## config.mk

```make
export PLATFORM = sky130hd
export DESIGN_NAME = ppm_p6_stream_decoder
export DESIGN_NICKNAME = d
export VERILOG_FILES = /design/src/hdl/ppmdec_pkg.sv /design/src/hdl/ppm_p6_stream_decoder.sv /design/src/hdl/ppmdec_front.sv /design/src/hdl/ppmdec_fifo.sv
export SDC_FILE = /design/constraint.sdc
export NUM_CORES = 1
export LEC_CHECK = 0
export ABC_AREA = 1
export BUFFER_PORTS_ARGS = -buffer_cell sky130_fd_sc_hd__buf_2
export CORE_AREA = 5 5 175 177
export CTS_BUF_LIST = sky130_fd_sc_hd__clkbuf_8
export CTS_CLUSTER_SIZE = 28
export DETAILED_ROUTE_END_ITERATION = 6
export DIE_AREA = 0 0 180 182
export MAX_ROUTING_LAYER = met4
export PLACE_DENSITY = 0.82
export SYNTH_ARGS = -nofsm -noshare
export SYNTH_HDL_FRONTEND = slang
export SYNTH_SLANG_ARGS = --single-unit
```

## constraint.sdc

```tcl
create_clock -name clk -period 7.16 [get_ports clk]
set_clock_uncertainty 0.2 [all_clocks]
set_input_delay 0.716 -clock clk [delete_from_list [all_inputs] [get_ports clk]]
set_output_delay 0.716 -clock clk [all_outputs]
set_load 0.05 [all_outputs]
```

## src/hdl/ppmdec_pkg.sv

```systemverilog
// Shared types, codes and helpers of the P6 stream decoder.
package ppmdec_pkg;

	localparam logic [1:0] ST_PIXEL     = 2'd0;
	localparam logic [1:0] ST_BAD_MAGIC = 2'd1;
	localparam logic [1:0] ST_BAD_HDR   = 2'd2;
	localparam logic [1:0] ST_TRUNC     = 2'd3;

	localparam logic [2:0] PH_MAGIC0 = 3'd0;
	localparam logic [2:0] PH_MAGIC1 = 3'd1;
	localparam logic [2:0] PH_WIDTH  = 3'd2;
	localparam logic [2:0] PH_HEIGHT = 3'd3;
	localparam logic [2:0] PH_MAXV   = 3'd4;
	localparam logic [2:0] PH_PIXELS = 3'd5;
	localparam logic [2:0] PH_IDLE   = 3'd6;

	localparam logic [7:0] CH_P     = 8'h50;
	localparam logic [7:0] CH_SIX   = 8'h36;
	localparam logic [7:0] CH_ZERO  = 8'h30;
	localparam logic [7:0] CH_NINE  = 8'h39;
	localparam logic [7:0] CH_SPACE = 8'h20;
	localparam logic [7:0] CH_TAB   = 8'h09;
	localparam logic [7:0] CH_LF    = 8'h0A;
	localparam logic [7:0] CH_CR    = 8'h0D;

	localparam logic [11:0] NUM_SAT = 12'hFFF;

	// result queue depth
	localparam int QDEPTH = 4;
	localparam int QPTR_W = $clog2(QDEPTH);

	typedef struct packed {
		logic [1:0]  status;
		logic [23:0] rgb;
		logic [10:0] column;
		logic [10:0] row;
		logic [11:0] image_width;
		logic [11:0] image_height;
		logic        end_of_image;
	} ppmdec_result_t;

	// acc*10 + d, saturating at 4095
	function automatic logic [11:0] acc_digit(input logic [11:0] acc, input logic [3:0] d);
		logic [15:0] v;
		v = {1'b0, acc, 3'b000} + {3'b000, acc, 1'b0} + {12'd0, d};
		return (v > {4'd0, NUM_SAT}) ? NUM_SAT : v[11:0];
	endfunction

	function automatic logic is_space(input logic [7:0] b);
		return (b == CH_SPACE) || (b == CH_TAB) || (b == CH_LF) || (b == CH_CR);
	endfunction

endpackage

```

## src/hdl/ppm_p6_stream_decoder.sv

```systemverilog
// Top level of the P6 pixmap stream decoder.
// A result is written into the queue at the clock edge that ends its byte's transfer.
// Throughput: one byte per cycle while full is low; the parser updates all its state per byte.
// The 4-entry result queue lets the byte side run while results wait; full rises at 4.
// Reset: arst_n clears the parser to expect the first magic byte and empties the queue.
module ppm_p6_stream_decoder import ppmdec_pkg::*; #(
	parameter int MAX_DIM = 2048
) (
	input  logic        clk,
	input  logic        arst_n,
	input  logic        push,
	output logic        full,
	input  logic [7:0]  byte_value,
	input  logic        final_byte,
	output logic        empty,
	input  logic        pop,
	output logic [1:0]  status,
	output logic [23:0] rgb,
	output logic [10:0] column,
	output logic [10:0] row,
	output logic [11:0] image_width,
	output logic [11:0] image_height,
	output logic        end_of_image
);

	logic           in_xfer;
	logic           out_xfer;
	logic           res_valid;
	ppmdec_result_t res;
	ppmdec_result_t head;

	assign in_xfer  = push && !full;
	assign out_xfer = pop && !empty;

	ppmdec_front #(
		.MAX_DIM(MAX_DIM)
	) u_front (
		.clk        (clk),
		.arst_n     (arst_n),
		.in_valid   (in_xfer),
		.byte_value (byte_value),
		.final_byte (final_byte),
		.res_valid  (res_valid),
		.res        (res)
	);

	ppmdec_fifo u_fifo (
		.clk     (clk),
		.arst_n  (arst_n),
		.wr_en   (res_valid),
		.wr_data (res),
		.rd_en   (out_xfer),
		.rd_data (head),
		.full    (full),
		.empty   (empty)
	);

	assign status       = head.status;
	assign rgb          = head.rgb;
	assign column       = head.column;
	assign row          = head.row;
	assign image_width  = head.image_width;
	assign image_height = head.image_height;
	assign end_of_image = head.end_of_image;

endmodule

```

## src/hdl/ppmdec_front.sv

```systemverilog
// Front end: header parser and pixel packer, one byte per cycle while in_valid is high.
module ppmdec_front import ppmdec_pkg::*; #(
	parameter int MAX_DIM = 2048
) (
	input  logic           clk,
	input  logic           arst_n,
	input  logic           in_valid,
	input  logic [7:0]     byte_value,
	input  logic           final_byte,
	output logic           res_valid,
	output ppmdec_result_t res
);

	logic [2:0]  phase_q, phase_d;
	logic [11:0] width_q, width_d;
	logic [11:0] height_q, height_d;
	logic        maxnz_q, maxnz_d;
	logic        digits_q, digits_d;
	logic [11:0] col_q, col_d;
	logic [11:0] row_q, row_d;
	logic [1:0]  slot_q, slot_d;
	logic [15:0] held_q, held_d;

	logic        is_digit;
	logic [3:0]  digit;
	logic        last_col;
	logic        last_row;
	logic        bad_dims;

	assign is_digit = (byte_value >= CH_ZERO) && (byte_value <= CH_NINE);
	assign digit    = 4'(byte_value - CH_ZERO);
	assign last_col = ({1'b0, col_q} + 13'd1) >= {1'b0, width_q};
	assign last_row = ({1'b0, row_q} + 13'd1) >= {1'b0, height_q};
	assign bad_dims = (width_q == 12'd0) || (height_q == 12'd0) ||
		(width_q > 12'(MAX_DIM)) || (height_q > 12'(MAX_DIM)) || !maxnz_q;

	always_comb begin
		phase_d   = phase_q;
		width_d   = width_q;
		height_d  = height_q;
		maxnz_d   = maxnz_q;
		digits_d  = digits_q;
		col_d     = col_q;
		row_d     = row_q;
		slot_d    = slot_q;
		held_d    = held_q;
		res_valid = 1'b0;
		res       = '0;

		unique case (phase_q) inside
			PH_MAGIC0: begin
				if (byte_value == CH_P) begin
					phase_d = PH_MAGIC1;
				end else begin
					res_valid        = 1'b1;
					res.status       = ST_BAD_MAGIC;
					res.end_of_image = 1'b1;
					phase_d          = PH_IDLE;
				end
			end
			PH_MAGIC1: begin
				if (byte_value == CH_SIX) begin
					phase_d = PH_WIDTH;
				end else begin
					res_valid        = 1'b1;
					res.status       = ST_BAD_MAGIC;
					res.end_of_image = 1'b1;
					phase_d          = PH_IDLE;
				end
			end
			PH_WIDTH, PH_HEIGHT, PH_MAXV: begin
				if (is_digit) begin
					if (phase_q == PH_WIDTH) begin
						width_d = acc_digit(width_q, digit);
					end else if (phase_q == PH_HEIGHT) begin
						height_d = acc_digit(height_q, digit);
					end else if (digit != 4'd0) begin
						maxnz_d = 1'b1;
					end
					digits_d = 1'b1;
				end else if (is_space(byte_value)) begin
					if (digits_q) begin
						digits_d = 1'b0;
						if (phase_q != PH_MAXV) begin
							phase_d = phase_q + 3'd1;
						end else if (bad_dims) begin
							res_valid        = 1'b1;
							res.status       = ST_BAD_HDR;
							res.end_of_image = 1'b1;
							phase_d          = PH_IDLE;
						end else begin
							phase_d = PH_PIXELS;
							col_d   = '0;
							row_d   = '0;
							slot_d  = '0;
						end
					end
				end else begin
					res_valid        = 1'b1;
					res.status       = ST_BAD_HDR;
					res.end_of_image = 1'b1;
					phase_d          = PH_IDLE;
				end
			end
			PH_PIXELS: begin
				if (slot_q != 2'd2) begin
					held_d = {held_q[7:0], byte_value};
					slot_d = slot_q + 2'd1;
				end else begin
					res_valid        = 1'b1;
					res.status       = ST_PIXEL;
					res.rgb          = {held_q, byte_value};
					res.column       = col_q[10:0];
					res.row          = row_q[10:0];
					res.image_width  = width_q;
					res.image_height = height_q;
					res.end_of_image = last_col && last_row;
					slot_d           = '0;
					held_d           = '0;
					if (last_col && last_row) begin
						phase_d = PH_IDLE;
					end else if (last_col) begin
						col_d = '0;
						row_d = row_q + 12'd1;
					end else begin
						col_d = col_q + 12'd1;
					end
				end
			end
			default: begin
			end
		endcase

		if (final_byte) begin
			if (!res_valid && (phase_d != PH_IDLE)) begin
				res_valid        = 1'b1;
				res              = '0;
				res.status       = ST_TRUNC;
				res.end_of_image = 1'b1;
				if (phase_d == PH_PIXELS) begin
					res.image_width  = width_d;
					res.image_height = height_d;
				end
			end
			phase_d  = PH_MAGIC0;
			width_d  = '0;
			height_d = '0;
			maxnz_d  = 1'b0;
			digits_d = 1'b0;
			col_d    = '0;
			row_d    = '0;
			slot_d   = '0;
			held_d   = '0;
		end

		// nothing leaves the parser without a transfer
		if (!in_valid) begin
			res_valid = 1'b0;
		end
	end

	always_ff @(posedge clk or negedge arst_n) begin
		if (!arst_n) begin
			phase_q  <= PH_MAGIC0;
			width_q  <= '0;
			height_q <= '0;
			maxnz_q  <= 1'b0;
			digits_q <= 1'b0;
			col_q    <= '0;
			row_q    <= '0;
			slot_q   <= '0;
			held_q   <= '0;
		end else if (in_valid) begin
			phase_q  <= phase_d;
			width_q  <= width_d;
			height_q <= height_d;
			maxnz_q  <= maxnz_d;
			digits_q <= digits_d;
			col_q    <= col_d;
			row_q    <= row_d;
			slot_q   <= slot_d;
			held_q   <= held_d;
		end
	end

endmodule

```

## src/hdl/ppmdec_fifo.sv

```systemverilog
// Result queue between the parser and the result port.
module ppmdec_fifo import ppmdec_pkg::*; (
	input  logic           clk,
	input  logic           arst_n,
	input  logic           wr_en,
	input  ppmdec_result_t wr_data,
	input  logic           rd_en,
	output ppmdec_result_t rd_data,
	output logic           full,
	output logic           empty
);

	ppmdec_result_t        mem_q [QDEPTH];
	logic [QPTR_W-1:0]     wr_ptr_q;
	logic [QPTR_W-1:0]     rd_ptr_q;
	logic [QPTR_W:0]       count_q;

	assign full    = (count_q == (QPTR_W+1)'(QDEPTH));
	assign empty   = (count_q == '0);
	assign rd_data = mem_q[rd_ptr_q];

	always_ff @(posedge clk) begin
		if (wr_en) begin
			mem_q[wr_ptr_q] <= wr_data;
		end
	end

	always_ff @(posedge clk or negedge arst_n) begin
		if (!arst_n) begin
			wr_ptr_q <= '0;
			rd_ptr_q <= '0;
			count_q  <= '0;
		end else begin
			if (wr_en) begin
				wr_ptr_q <= wr_ptr_q + 1'b1;
			end
			if (rd_en) begin
				rd_ptr_q <= rd_ptr_q + 1'b1;
			end
			case ({wr_en, rd_en})
				2'b10:   count_q <= count_q + 1'b1;
				2'b01:   count_q <= count_q - 1'b1;
				default: count_q <= count_q;
			endcase
		end
	end

endmodule

```

==> results.ini <==
[drt]
dr.pass1.iters = 6
drtIter0Drc = 1970
drt-vias-per-instance = 5.95
drcViolationCount = 0
wl_um = 43800
wire_per_inst_um = 19.4
vias = 13400
drtAntennaViolNets = 0

[worst_setup_path]
critPathRequiredTime_ps = 7200
reg2regPathDepth = 24
worstSetupPathType = reg -> reg
setup.worst_path.start = u_front.col_q[2]
end_kind = register
r2r_slack_ps = 2020
r2r-end = u_fifo.mem_q[2][9]
start_kind = register
worst_r2r_startpoint = u_front.col_q[2]
worstPathMaxFanout = 27
critPathCapture = u_fifo.mem_q[2][9]
cp.arrival_ps = 5170

[floorplanning]
initial_core_util_pct = 62.3
fp.dieW_um = 180
pin_count = 88
die-area_sq_um = 32800
die_h_um = 182
fp.coreArea_sq_um = 29100
num_rows = 63

[status]
outcome = complete, no violations

[logic_synthesis]
ys_top_cells_by_area = edfxtp_1, dfrtp_1, nor2_1, ha_1, o21ai_0
yosysTopAreaCell = edfxtp_1
syn_inst = 1744
seq_area_frac_synth_pct = 59.2
synth_ff_type = edfxtp_1
synth_top_area_share_pct = 48.4
synth_area_per_cell_sq_um = 10.4
synth_edf_count = 292
syn_nets = 1844
ys_warn_count = 0
synth_cell_types = 54
ys_seq_elements = 370
syn_area_sq_um = 18100
synthArstFlopShare_pct = 21.1

[clock_tree]
cts_resized = 0
root_buffer = clkbuf_8
cts_setup_buffers = 0
h-tree-depth = 2
cts-hold-fix-buffers = 0
cts_tree = done
cts_made_buffers = 53
cts_num_sinks = 370
clock_latency_ps = 590
cts.clk_slew.worst_paths_ps = 60
clk_path_buf_depth = 3

[placed_design]
dp_hpwl_um = 28600
dp_cells = 2157
place_congestion = 0.956
place_worst_setup_slack_ps = 2110
io_buffers = 87

[global_routing]
grt_max_degree = 91
grt-ovfl-total = 0
grt_pass1_wl_um = 69700
grt_pass1_vias = 12900
grt_use_total_pct = 27.1
antenna_found_initial = 0

[power_and_ir_drop]
leakagePower_nw = 8.18
ir_drop_mv = 0.263
sw_frac_of_total_pct = 45.5
internal_power_mw = 4.32
power_frac_seq_pct = 37.0
p_per_area_nw_per_um2 = 399
power.total_mw = 7.93
p_sw_mw = 3.61
p_comb_share_pct = 42.5
clock_power_share_pct = 20.4

[run]
maxCapViolations = 0

[layout]
drive_above_1_share_pct = 13.4
diodes = 0
layout.cells.non_filler = 2255
nets = 1922
syn2layout_area_growth_pct = 9.72

[sta]
fin_ws_ps = 2020
hold_viol = 0
fmax_ghz = 0.195
setup_viol = 0
worst_pin_slew_ps = 1220
min_period_ps = 5140
fin_hold_ws_ps = 104
rsz0062_at_grt = no
fin_tns_setup_ps = 0
drv_slew = 0
period_share_pct = 71.8
relSlewSlack_pct = 18.5

[min_path]
hp-class = in -> async

synthesized netlist by cell type, drive strengths merged, types with 2 or more instances:
| library cell | instances |
|---|---|
| o211ai | 3 |
| nand4 | 33 |
| ha | 82 |
| inv | 159 |
| clkbuf | 57 |
| o21bai | 2 |
| dfrtp | 78 |
| or2 | 4 |
| nand3b | 3 |
| o31ai | 18 |
| xnor2 | 7 |
| fa | 5 |
| o22ai | 94 |
| buf | 21 |
| a21o | 3 |
| nand3 | 58 |
| nor2 | 297 |
| edfxtp | 292 |
| nor3 | 19 |
| xor2 | 29 |
| o21ai | 211 |
| a21oi | 35 |
| nand2 | 225 |
critical path, stage by stage (launching register included):
cell	delay (ps)
dfrtp_1	370
inv_1	90
nor3_1	310
nand3_1	160
nor3_1	260
nand3_1	170
nor3_1	220
xor2_1	240
inv_1	80
ha_1	290
inv_1	60
nor2_1	40
nor2_1	100
and2_4	160
nand3_4	100
nand3_1	150
nand3_2	110
nand2_2	90
nor2_1	50
nand2_1	50
nand2_1	70
nand2_2	110
nand2_4	130
nor2_4	690
buf_4	490
sequential cells by signal, summed over array words and instances (netlist names):
| signal | flops |
|---|---|
| u_front.height_q | 12 |
| u_fifo.count_q | 3 |
| u_front.col_q | 12 |
| u_front.maxnz_q | 1 |
| u_front.width_q | 12 |
| u_front.digits_q | 1 |
| u_fifo.mem_q | 292 |
| u_front.phase_q | 3 |
| u_front.slot_q | 2 |
| u_front.held_q | 16 |
| u_fifo.rd_ptr_q | 2 |
| u_front.row_q | 12 |
| u_fifo.wr_ptr_q | 2 |
final cells by class:
| class | count | area (sq um) |
|---|---|---|
| Timing Repair Buffer | 101 | 543 |
| Inverter | 160 | 608 |
| Sequential cell | 370 | 10700 |
| Tap cell | 390 | 488 |
| Clock inverter | 39 | 229 |
| Clock buffer | 59 | 812 |
| Fill cell | 2106 | 9210 |
| Multi-Input combinational cell | 1136 | 6470 |
routing by layer:
metal  share of wire (%)  wire length, um  vias to the layer above  GRT usage (%)
met5                   0                0                        -              -
met4                 3.0             1310                        0           8.41
met3                 7.8             3410                      102           3.69
met2                  48            20900                      618           42.3
met1                  41            18100                     6448           37.7
li1                    -                -                     6250              -
cells in the final DEF, fill, tap and decap left out, types with 7 or more instances in the layout:
cell	netlist	routed
buf_2	9	86
nand2_1	211	211
nand3_1	48	48
nor2_4	4	8
buf_4	1	15
nor2_1	282	278
o21ai_0	190	190
o21ai_1	20	19
nand3_2	9	9
nor3_1	14	14
o31ai_1	18	18
edfxtp_1	292	292
xor2_1	29	29
inv_2	8	9
a21oi_1	31	31
clkbuf_8	0	59
ha_1	82	82
o22ai_1	88	88
nor2_2	10	10
dfrtp_1	78	76
xnor2_1	7	7
nand2_2	9	9
nand4_1	33	33
inv_1	150	176
power by group through the flow:
stage                     clock, mW  sequential, mW  combinational (mW)
after global placement            0            2.96                3.30
after detailed placement          0            2.98                3.36
after floorplan                   0            2.92                2.59
after global routing           1.74            2.97                3.60
after CTS                      1.64            2.93                3.37
final                          1.62            2.94                3.37
cell families (layout without fill, tap and decap cells):
family / after synthesis / count (layout) / share of synthesized area, %
AO/OA/AOI/OAI: 370 / 370 / 11.8
XOR/XNOR: 36 / 36 / 1.74
adder cells (fa/ha/maj): 87 / 87 / 6.22
buffers and inverters: 238 / 359 / 5.29
flip-flops: 370 / 370 / 59.2
multiplexers: 1 / 1 / 0.0622
AND/OR/NAND/NOR: 642 / 642 / 15.8
stage by stage:
| stage | util [%] | cell area [sq um] |
|---|---|---|
| 5_1_grt | 68.3 | 19900 |
| 6_report | 68.3 | 19900 |
| 3_3_place_gp | 64.8 | 18800 |
| 3_5_place_dp | 64.8 | 18800 |
| 4_1_cts | 68.3 | 19900 |
| 2_1_floorplan | - | 18100 |
worst min path at each step:
| stage | slack (ps) | endpoint | from |
|---|---|---|---|
| final | 100 | u_fifo.rd_ptr_q[0] | arst_n |
| after global routing | 190 | u_fifo.rd_ptr_q[0] | arst_n |
| after CTS | 170 | u_front.height_q[10] | arst_n |
| after detailed placement | 270 | u_front.held_q[9] | u_front.held_q[9] |
| after global placement | 260 | u_front.held_q[3] | u_front.held_q[3] |
| after floorplan | 220 | u_fifo.count_q[0] | arst_n |
(Power assumes the default switching activity.)
